`src/rtl/core/spr_pkg.sv`:
```
// ----------------------------------------------------------------------------
// spr_pkg
// Shared types and constants of the stream pattern redactor.
// ----------------------------------------------------------------------------
`default_nettype none

package spr_pkg;

    // Longest pattern the window can hold.
    localparam int MAX_PATTERN = 8;
    // The pattern register carries eight characters.
    localparam int PAT_CHARS   = 8;
    localparam int LEN_CAP     = (MAX_PATTERN < PAT_CHARS) ? MAX_PATTERN : PAT_CHARS;

    localparam int CNT_W = $clog2(MAX_PATTERN + 1);
    localparam int IDX_W = (MAX_PATTERN > 1) ? $clog2(MAX_PATTERN) : 1;

    // Configuration port
    localparam int CFG_IDX_W  = 2;
    localparam int CFG_DATA_W = 64;
    localparam int LEN_W      = 4;

    localparam logic [CFG_IDX_W-1:0] CFG_PATTERN_BYTES  = CFG_IDX_W'(0);
    localparam logic [CFG_IDX_W-1:0] CFG_PATTERN_LENGTH = CFG_IDX_W'(1);
    localparam logic [CFG_IDX_W-1:0] CFG_REDACT_CHAR    = CFG_IDX_W'(2);

    localparam logic [7:0] REDACT_RESET = 8'd48;

    // Group queue between front and back
    localparam int GQ_DEPTH = 4;
    localparam int GQ_PTR_W = $clog2(GQ_DEPTH);
    localparam int GQ_CNT_W = $clog2(GQ_DEPTH + 1);

    typedef struct packed {
        logic [7:0] text_byte;
        logic       end_of_text;
    } t_in_item;

    typedef struct packed {
        logic [7:0] out_byte;
        logic       out_last;
    } t_out_item;

    // All result bytes caused by one input item, already substituted.
    typedef struct packed {
        logic [MAX_PATTERN-1:0][7:0] bytes;
        logic [CNT_W-1:0]            cnt;
        logic                        last;
    } t_group;

    typedef struct packed {
        logic full;
        logic empty;
    } t_fifo_stat;

endpackage

`default_nettype wire

```
`src/rtl/core/spr_front.sv`:
```
// ----------------------------------------------------------------------------
// spr_front
// Holds the configuration and the byte window, runs the parallel pattern
// compare and pushes each item's outgoing bytes as one group.
// ----------------------------------------------------------------------------
`default_nettype none

module spr_front import spr_pkg::*; (
    input  logic                  i_clk,
    input  logic                  i_rst_n,
    input  logic                  i_cfg_we,
    input  logic [CFG_IDX_W-1:0]  i_cfg_index,
    input  logic [CFG_DATA_W-1:0] i_cfg_data,
    input  logic                  i_push,
    input  t_in_item              i_item,
    input  t_fifo_stat            i_q_stat,
    output logic                  o_full,
    output logic                  o_grp_push,
    output t_group                o_grp
);

    logic [63:0]      r_pat;
    logic [LEN_W-1:0] r_len;
    logic [7:0]       r_redact;

    logic [7:0]       r_win  [MAX_PATTERN];
    logic             r_mark [MAX_PATTERN];
    logic [CNT_W-1:0] r_fill;

    logic [7:0]       n_win  [MAX_PATTERN];
    logic             n_mark [MAX_PATTERN];
    logic [CNT_W-1:0] n_fill;

    logic [7:0]       w_buf [MAX_PATTERN];
    logic             w_mk  [MAX_PATTERN];
    logic [CNT_W:0]   w_src [MAX_PATTERN];
    logic [CNT_W-1:0] w_len;
    logic [CNT_W-1:0] w_tot;
    logic [CNT_W-1:0] w_lo;
    logic [CNT_W-1:0] w_keep;
    logic [CNT_W-1:0] w_emit;
    logic             w_test;
    logic             w_hit;
    logic             w_accept;

    assign w_accept = i_push && !i_q_stat.full;
    assign o_full   = i_q_stat.full;

    always_ff @(posedge i_clk) begin
        if (!i_rst_n) begin
            r_pat    <= '0;
            r_len    <= '0;
            r_redact <= REDACT_RESET;
        end else if (i_cfg_we) begin
            case (i_cfg_index)
                CFG_PATTERN_BYTES:  r_pat    <= i_cfg_data;
                CFG_PATTERN_LENGTH: r_len    <= i_cfg_data[LEN_W-1:0];
                CFG_REDACT_CHAR:    r_redact <= i_cfg_data[7:0];
                default: ;
            endcase
        end
    end

    always_comb begin
        w_len = (r_len > LEN_W'(LEN_CAP)) ? CNT_W'(LEN_CAP) : CNT_W'(r_len);
        w_tot = r_fill + CNT_W'(1);
        w_test = (w_len != '0) && (w_tot >= w_len);
        w_lo = w_tot - w_len;

        // Held bytes followed by the new byte.
        for (int i = 0; i < MAX_PATTERN; i++) begin
            if (CNT_W'(i) < r_fill) begin
                w_buf[i] = r_win[i];
            end else if (CNT_W'(i) == r_fill) begin
                w_buf[i] = i_item.text_byte;
            end else begin
                w_buf[i] = '0;
            end
        end

        w_hit = w_test;
        for (int j = 0; j < LEN_CAP; j++) begin
            if (CNT_W'(j) < w_len &&
                w_buf[IDX_W'(w_lo + CNT_W'(j))] != r_pat[8*j +: 8]) begin
                w_hit = 1'b0;
            end
        end

        for (int i = 0; i < MAX_PATTERN; i++) begin
            w_mk[i] = ((CNT_W'(i) < r_fill) && r_mark[i]) ||
                      (w_hit && CNT_W'(i) >= w_lo && CNT_W'(i) < w_tot);
        end

        w_keep = (w_len == '0) ? '0 : w_len - CNT_W'(1);
        if (i_item.end_of_text) begin
            w_emit = w_tot;
        end else begin
            w_emit = (w_tot > w_keep) ? w_tot - w_keep : '0;
        end

        for (int i = 0; i < MAX_PATTERN; i++) begin
            o_grp.bytes[i] = w_mk[i] ? r_redact : w_buf[i];
        end
        o_grp.cnt  = w_emit;
        o_grp.last = i_item.end_of_text;

        // Bytes that stay slide down to the front of the window.
        for (int i = 0; i < MAX_PATTERN; i++) begin
            w_src[i] = {1'b0, w_emit} + (CNT_W + 1)'(i);
            if (w_src[i] < (CNT_W + 1)'(MAX_PATTERN)) begin
                n_win[i]  = w_buf[w_src[i][IDX_W-1:0]];
                n_mark[i] = w_mk[w_src[i][IDX_W-1:0]];
            end else begin
                n_win[i]  = '0;
                n_mark[i] = 1'b0;
            end
        end
        n_fill = i_item.end_of_text ? '0 : w_tot - w_emit;
    end

    assign o_grp_push = w_accept && (w_emit != '0);

    always_ff @(posedge i_clk) begin
        if (!i_rst_n) begin
            r_fill <= '0;
            for (int i = 0; i < MAX_PATTERN; i++) begin
                r_mark[i] <= 1'b0;
            end
        end else if (w_accept) begin
            r_fill <= n_fill;
            for (int i = 0; i < MAX_PATTERN; i++) begin
                r_mark[i] <= n_mark[i];
            end
        end
    end

    always_ff @(posedge i_clk) begin
        if (w_accept) begin
            for (int i = 0; i < MAX_PATTERN; i++) begin
                r_win[i] <= n_win[i];
            end
        end
    end

endmodule

`default_nettype wire

```
`src/rtl/core/spr_gfifo.sv`:
```
// ----------------------------------------------------------------------------
// spr_gfifo
// Short queue of byte groups between the front and the back.
// ----------------------------------------------------------------------------
`default_nettype none

module spr_gfifo import spr_pkg::*; (
    input  logic       i_clk,
    input  logic       i_rst_n,
    input  logic       i_push,
    input  t_group     i_grp,
    input  logic       i_pop,
    output t_group     o_head,
    output t_fifo_stat o_stat
);

    t_group              r_mem [GQ_DEPTH];
    logic [GQ_PTR_W-1:0] r_wr_ptr;
    logic [GQ_PTR_W-1:0] r_rd_ptr;
    logic [GQ_CNT_W-1:0] r_count;

    logic w_push;
    logic w_pop;

    assign o_stat.full  = (r_count == GQ_CNT_W'(GQ_DEPTH));
    assign o_stat.empty = (r_count == '0);
    assign w_push = i_push && !o_stat.full;
    assign w_pop  = i_pop && !o_stat.empty;
    assign o_head = r_mem[r_rd_ptr];

    always_ff @(posedge i_clk) begin
        if (!i_rst_n) begin
            r_wr_ptr <= '0;
            r_rd_ptr <= '0;
            r_count  <= '0;
        end else begin
            if (w_push) begin
                r_wr_ptr <= r_wr_ptr + GQ_PTR_W'(1);
            end
            if (w_pop) begin
                r_rd_ptr <= r_rd_ptr + GQ_PTR_W'(1);
            end
            if (w_push && !w_pop) begin
                r_count <= r_count + GQ_CNT_W'(1);
            end else if (w_pop && !w_push) begin
                r_count <= r_count - GQ_CNT_W'(1);
            end
        end
    end

    always_ff @(posedge i_clk) begin
        if (w_push) begin
            r_mem[r_wr_ptr] <= i_grp;
        end
    end

endmodule

`default_nettype wire

```
`src/rtl/core/spr_back.sv`:
```
// ----------------------------------------------------------------------------
// spr_back
// Walks the head group byte by byte into the output register.
// ----------------------------------------------------------------------------
`default_nettype none

module spr_back import spr_pkg::*; (
    input  logic       i_clk,
    input  logic       i_rst_n,
    input  t_group     i_head,
    input  t_fifo_stat i_q_stat,
    output logic       o_q_pop,
    input  logic       i_pop,
    output logic       o_empty,
    output t_out_item  o_item
);

    logic [IDX_W-1:0] r_idx;
    logic             r_out_valid;
    t_out_item        r_out;

    logic w_load;
    logic w_last_byte;

    assign w_last_byte = (CNT_W'(r_idx) + CNT_W'(1) == i_head.cnt);
    assign w_load      = !i_q_stat.empty && (!r_out_valid || i_pop);
    assign o_q_pop     = w_load && w_last_byte;
    assign o_empty     = !r_out_valid;
    assign o_item      = r_out;

    always_ff @(posedge i_clk) begin
        if (!i_rst_n) begin
            r_idx       <= '0;
            r_out_valid <= 1'b0;
        end else begin
            if (w_load) begin
                r_out_valid <= 1'b1;
                r_idx       <= w_last_byte ? '0 : r_idx + IDX_W'(1);
            end else if (i_pop) begin
                r_out_valid <= 1'b0;
            end
        end
    end

    always_ff @(posedge i_clk) begin
        if (w_load) begin
            r_out.out_byte <= i_head.bytes[r_idx];
            r_out.out_last <= i_head.last && w_last_byte;
        end
    end

endmodule

`default_nettype wire

```
`src/rtl/core/stream_pattern_redactor.sv`:
```
// ----------------------------------------------------------------------------
// stream_pattern_redactor
// Replaces every text byte covered by a match of the configured pattern
// with the redact character; bytes leave in order, held back by the window.
// ----------------------------------------------------------------------------
//  channel   direction  handshake          payload
//  input     in         push / full        i_in_item  (text_byte, end_of_text)
//  result    out        pop / empty        o_out_item (out_byte, out_last)
//  config    in         i_cfg_we           i_cfg_index, i_cfg_data
//
//  The front takes one byte per cycle while the group queue has room; the
//  compare over the whole window is done in that same cycle.
//  The back sends one result byte per cycle while pop keeps the output
//  register free, so a byte that pushes one result out sustains one item
//  per cycle; an end-of-text item yields up to MAX_PATTERN bytes and holds
//  the front back only once the queue fills. A result enters the group
//  queue at the edge accepting its item, then passes to the output register.
//  Reset is synchronous, empties window, queue and output, restores config.
// ----------------------------------------------------------------------------
`default_nettype none

module stream_pattern_redactor import spr_pkg::*; (
    input  logic                  i_clk,
    input  logic                  i_rst_n,
    input  logic                  i_cfg_we,
    input  logic [CFG_IDX_W-1:0]  i_cfg_index,
    input  logic [CFG_DATA_W-1:0] i_cfg_data,
    input  logic                  push,
    output logic                  full,
    input  t_in_item              i_in_item,
    output logic                  empty,
    input  logic                  pop,
    output t_out_item             o_out_item
);

    logic       w_grp_push;
    t_group     w_grp;
    t_group     w_head;
    t_fifo_stat w_q_stat;
    logic       w_q_pop;

    spr_front u_front (
        .i_clk       (i_clk),
        .i_rst_n     (i_rst_n),
        .i_cfg_we    (i_cfg_we),
        .i_cfg_index (i_cfg_index),
        .i_cfg_data  (i_cfg_data),
        .i_push      (push),
        .i_item      (i_in_item),
        .i_q_stat    (w_q_stat),
        .o_full      (full),
        .o_grp_push  (w_grp_push),
        .o_grp       (w_grp)
    );

    spr_gfifo u_gfifo (
        .i_clk   (i_clk),
        .i_rst_n (i_rst_n),
        .i_push  (w_grp_push),
        .i_grp   (w_grp),
        .i_pop   (w_q_pop),
        .o_head  (w_head),
        .o_stat  (w_q_stat)
    );

    spr_back u_back (
        .i_clk    (i_clk),
        .i_rst_n  (i_rst_n),
        .i_head   (w_head),
        .i_q_stat (w_q_stat),
        .o_q_pop  (w_q_pop),
        .i_pop    (pop),
        .o_empty  (empty),
        .o_item   (o_out_item)
    );

endmodule

`default_nettype wire

```
`config.mk`:
```
export PLATFORM = sky130hd
export DESIGN_NAME = stream_pattern_redactor
export DESIGN_NICKNAME = d
export VERILOG_FILES = /design/src/rtl/core/spr_pkg.sv /design/src/rtl/core/spr_front.sv /design/src/rtl/core/spr_gfifo.sv /design/src/rtl/core/spr_back.sv /design/src/rtl/core/stream_pattern_redactor.sv
export SDC_FILE = /design/constraint.sdc
export NUM_CORES = 1
export LEC_CHECK = 0
export ABC_AREA = 1
export BUFFER_PORTS_ARGS = -buffer_cell sky130_fd_sc_hd__buf_4
export CORE_MARGIN = 2
export CORE_UTILIZATION = 50
export CTS_CLUSTER_DIAMETER = 150
export CTS_CLUSTER_SIZE = 28
export DETAILED_ROUTE_END_ITERATION = 8
export PLACE_DENSITY_LB_ADDON = 0.15
export SYNTH_ARGS = -nofsm -noshare
export SYNTH_HDL_FRONTEND = slang
export SYNTH_SLANG_ARGS = --single-unit
```
`constraint.sdc`:
```
create_clock -name i_clk -period 13.16 [get_ports i_clk]
set_input_delay 1.974 -clock i_clk [delete_from_list [all_inputs] [get_ports i_clk]]
set_output_delay 1.974 -clock i_clk [all_outputs]
set_load 0.1 [all_outputs]
```
==> results.py <==
metrics = {
    "clock_network": {
        "insertion_delay_ns": 0.60,
        "cts_tree": "built",
        "clk_pin_slew_worst_paths_ns": 0.10,
        "clk_path_buf_depth": 3,
        "cts_resized": 0,
        "htree_levels": 1,
        "cts_sinks": 450,
        "root_buffer": "clkbuf_16",
        "cts_setup_buffers": 0,
        "cts-hold-fix-buffers": 0,
        "cts_buffers": 21,
    },
    "worst_setup_path": {
        "cp-start-kind": "flop",
        "end_kind": "flop",
        "arrival_ns": 7.67,
        "crit_type": "flop to flop",
        "path_max_fanout": 39,
        "required_ns": 13.48,
    },
    "synth": {
        "synth_most_common_cell": "nand2_1",
        "yosys_warnings": 0,
        "syn_area_per_cell_sq_um": 7.89,
        "synth_edf_count": 356,
        "synthDistinctLibCells": 47,
        "synth_top_area_cell": "edfxtp_1",
        "syn_nets": 3376,
        "netlist_area_sq_mm": 0.0257,
        "post_synth_inst_count": 3257,
        "yosysSeqAreaShare_pct": 48.9,
        "yosysTopAreaCellShare_pct": 41.6,
        "ys_ff_latch": 450,
        "synth_common_cells": "781 x nand2_1, 495 x nand3_1, 397 x o21ai_0",
        "ys.flop_type": "edfxtp_1",
        "synthArstFlopShare_pct": 0,
        "yosys-top-cells-area": "edfxtp_1 42%, nand2_1 11%, nand3_1 9.6%, o21ai_0 7.7%, dfxtp_1 7.3%",
    },
    "drt": {
        "vias_per_cell": 6.25,
        "postRouteAntennaNets": 0,
        "drc_errors": 0,
        "firstDrtPassIters": 8,
        "first_iter_violations": 3299,
        "avgRoutedWirePerCell_um": 26.5,
        "dr_total_vias": 24551,
        "drt_wl_total_um": 104000,
    },
    "floorplan": {
        "die_w_um": 231,
        "die_area_sq_mm": 0.0532,
        "pin_count": 91,
        "fp.dieH_um": 231,
        "num_rows": 83,
        "start_util_pct": 50.3,
        "core_sq_mm": 0.0511,
    },
    "cells_and_area": {
        "final_cell_area_sq_mm": 0.0275,
        "final_cells": 3928,
        "drive_above_1_share_pct": 6.32,
        "nNetsFinal": 3350,
        "syn2layout_area_growth_pct": 6.91,
    },
    "sta": {
        "setup_viol": 0,
        "rsz0062_at_grt": "false",
        "hold_ws_ns": 0.473,
        "skew_ns": 0.0462,
        "max_freq_mhz": 136,
        "worst_pin_slew_ns": 1.27,
        "finalHoldViolCount": 0,
        "max_slew_margin_pct": 15.4,
        "timing.final.crit_period_ns": 7.35,
        "fin_crit_sh_pct": 55.8,
        "fin_setup_tns_ns": 0,
        "drv_slew": 0,
    },
    "place": {
        "place_congestion": 1.08,
        "dp_cells": 3888,
        "placed_area_sq_mm": 0.0268,
        "hpwl_um": 77400,
        "portBuffers": 90,
    },
    "global_route": {
        "grt-ovfl-total": 0,
        "grt_max_degree": 111,
        "grt_pass1_wl_um": 150000,
        "grt_pass1_vias": 22559,
        "grtUsageTotal_pct": 38.5,
        "antenna_found_initial": 7,
    },
    "power_and_ir_drop": {
        "finalPower_uw": 5670,
        "leakage_uw": 0.0112,
        "power.density_mw_per_mm2": 207,
        "ir_drop_uv": 111,
    },
    "worst_hold_path": {
        "hold_class": "flop to flop",
    },
    "flow_run": {
        "max_cap_viol_count": 0,
    },
    "run_status": {
        "status": "finished clean",
    },
}
==> through the flow <==
stage | worst slack, ns | util [%]
finish | 5.81 | 53.7
CTS | 6.02 | 53.7
global route | 5.33 | 53.7
detailed placement | 6.03 | 52.5
global placement | 6.13 | 52.5
floorplan | 3.99 | -
==> cells in the final DEF (no fill, tap or decap), types with 13 or more instances in the layout <==
cell / count
clkinv_1: 13
buf_4: 128
nand3b_1: 16
clkbuf_16: 21
o22ai_1: 23
ha_1: 34
o21ai_0: 397
nand3_1: 495
nor3_1: 14
o221ai_1: 50
a21oi_1: 161
inv_1: 188
nand2_1: 780
dfxtp_1: 92
edfxtp_1: 356
nor2_1: 333
==> flip-flops by register name, indices dropped and copies added, names as in the netlist, named ones only <==
name                count
u_front.r_mark          8
u_front.r_redact        8
u_front.r_win          64
u_back.o_item           9
u_back.r_idx            3
u_front.r_pat          64
u_gfifo.r_wr_ptr        2
u_gfifo.r_rd_ptr        2
u_front.r_fill          4
u_front.r_len           4
u_gfifo.r_count         3
u_back.r_out_valid      1
u_gfifo.r_mem         276
==> worst paths after layout <==
check / slack [ns] / from / depth (start not counted) / end
min reg2reg: 0.47 / u_front.r_pat[23] / 2 / u_front.r_pat[23]
max: 5.81 / u_front.r_fill[0] / 24 / u_gfifo.r_mem[1][8]
max reg2reg: 5.81 / u_front.r_fill[0] / 24 / u_gfifo.r_mem[1][8]
min: 0.47 / u_front.r_pat[23] / 2 / u_front.r_pat[23]
==> report_power, final <==
| part | total [uW] | internal (uW) | leakage, uW | switching [uW] |
|---|---|---|---|---|
| clock network | 793 | 319 | 0.000307 | 474 |
| logic | 2850 | 712 | 0.00670 | 2140 |
| registers | 2030 | 1930 | 0.00416 | 99.7 |
| total | 5670 | 2960 | 0.0112 | 2710 |
==> layer usage <==
metal / wire length (um) / global-route usage, %
met1: 39500 / 49.4
met2: 46700 / 61.2
met3: 10500 / 6.79
met4: 7360 / 22.8
met5: 13 / 0
==> critical path, cell delays in order, from the launching register on <==
cell and delay [ns]:
dfxtp_1 0.53, inv_1 0.22, ha_1 0.44, inv_1 0.18, fa_1 0.56, buf_4 0.39, clkinv_1 0.16, ha_1 0.30
buf_4 0.36, clkinv_1 0.92, nand3_1 0.40, nand2_1 0.08, nand2_1 0.08, nand3b_1 0.08, nand2_1 0.07, nand3_1 0.06
nor2_1 0.17, nand2_1 0.07, nand2_1 0.13, nand3_1 0.08, nor2_1 0.57, nand4_1 0.33, nand2_2 0.40, nor2_1 0.08
a21oi_1 0.39
==> cells by family (layout without fill, tap and decap cells) <==
kind of cell,Yosys count,count (layout),share of synthesized area [%]
flops,450,450,48.9
other cells,1,5,0.0146
xor+xnor,18,18,0.672
simple gates,1692,1692,28.0
fa+ha+maj,39,39,2.02
compound gates,672,672,14.3
buf+inv,385,372,6.00
==> final cells by class <==
| class | instances | area, sq um |
|---|---|---|
| fillers | 4921 | 23600 |
| flip-flops and latches | 450 | 12600 |
| multi-input cells | 2422 | 11600 |
| repair buffers | 128 | 961 |
| well taps | 680 | 851 |
| inverters | 208 | 782 |
| clock buffers | 33 | 581 |
| clock inverters | 3 | 66.3 |
| diodes | 4 | 10.0 |
No activity file was read; power rests on OpenSTA's default activity.
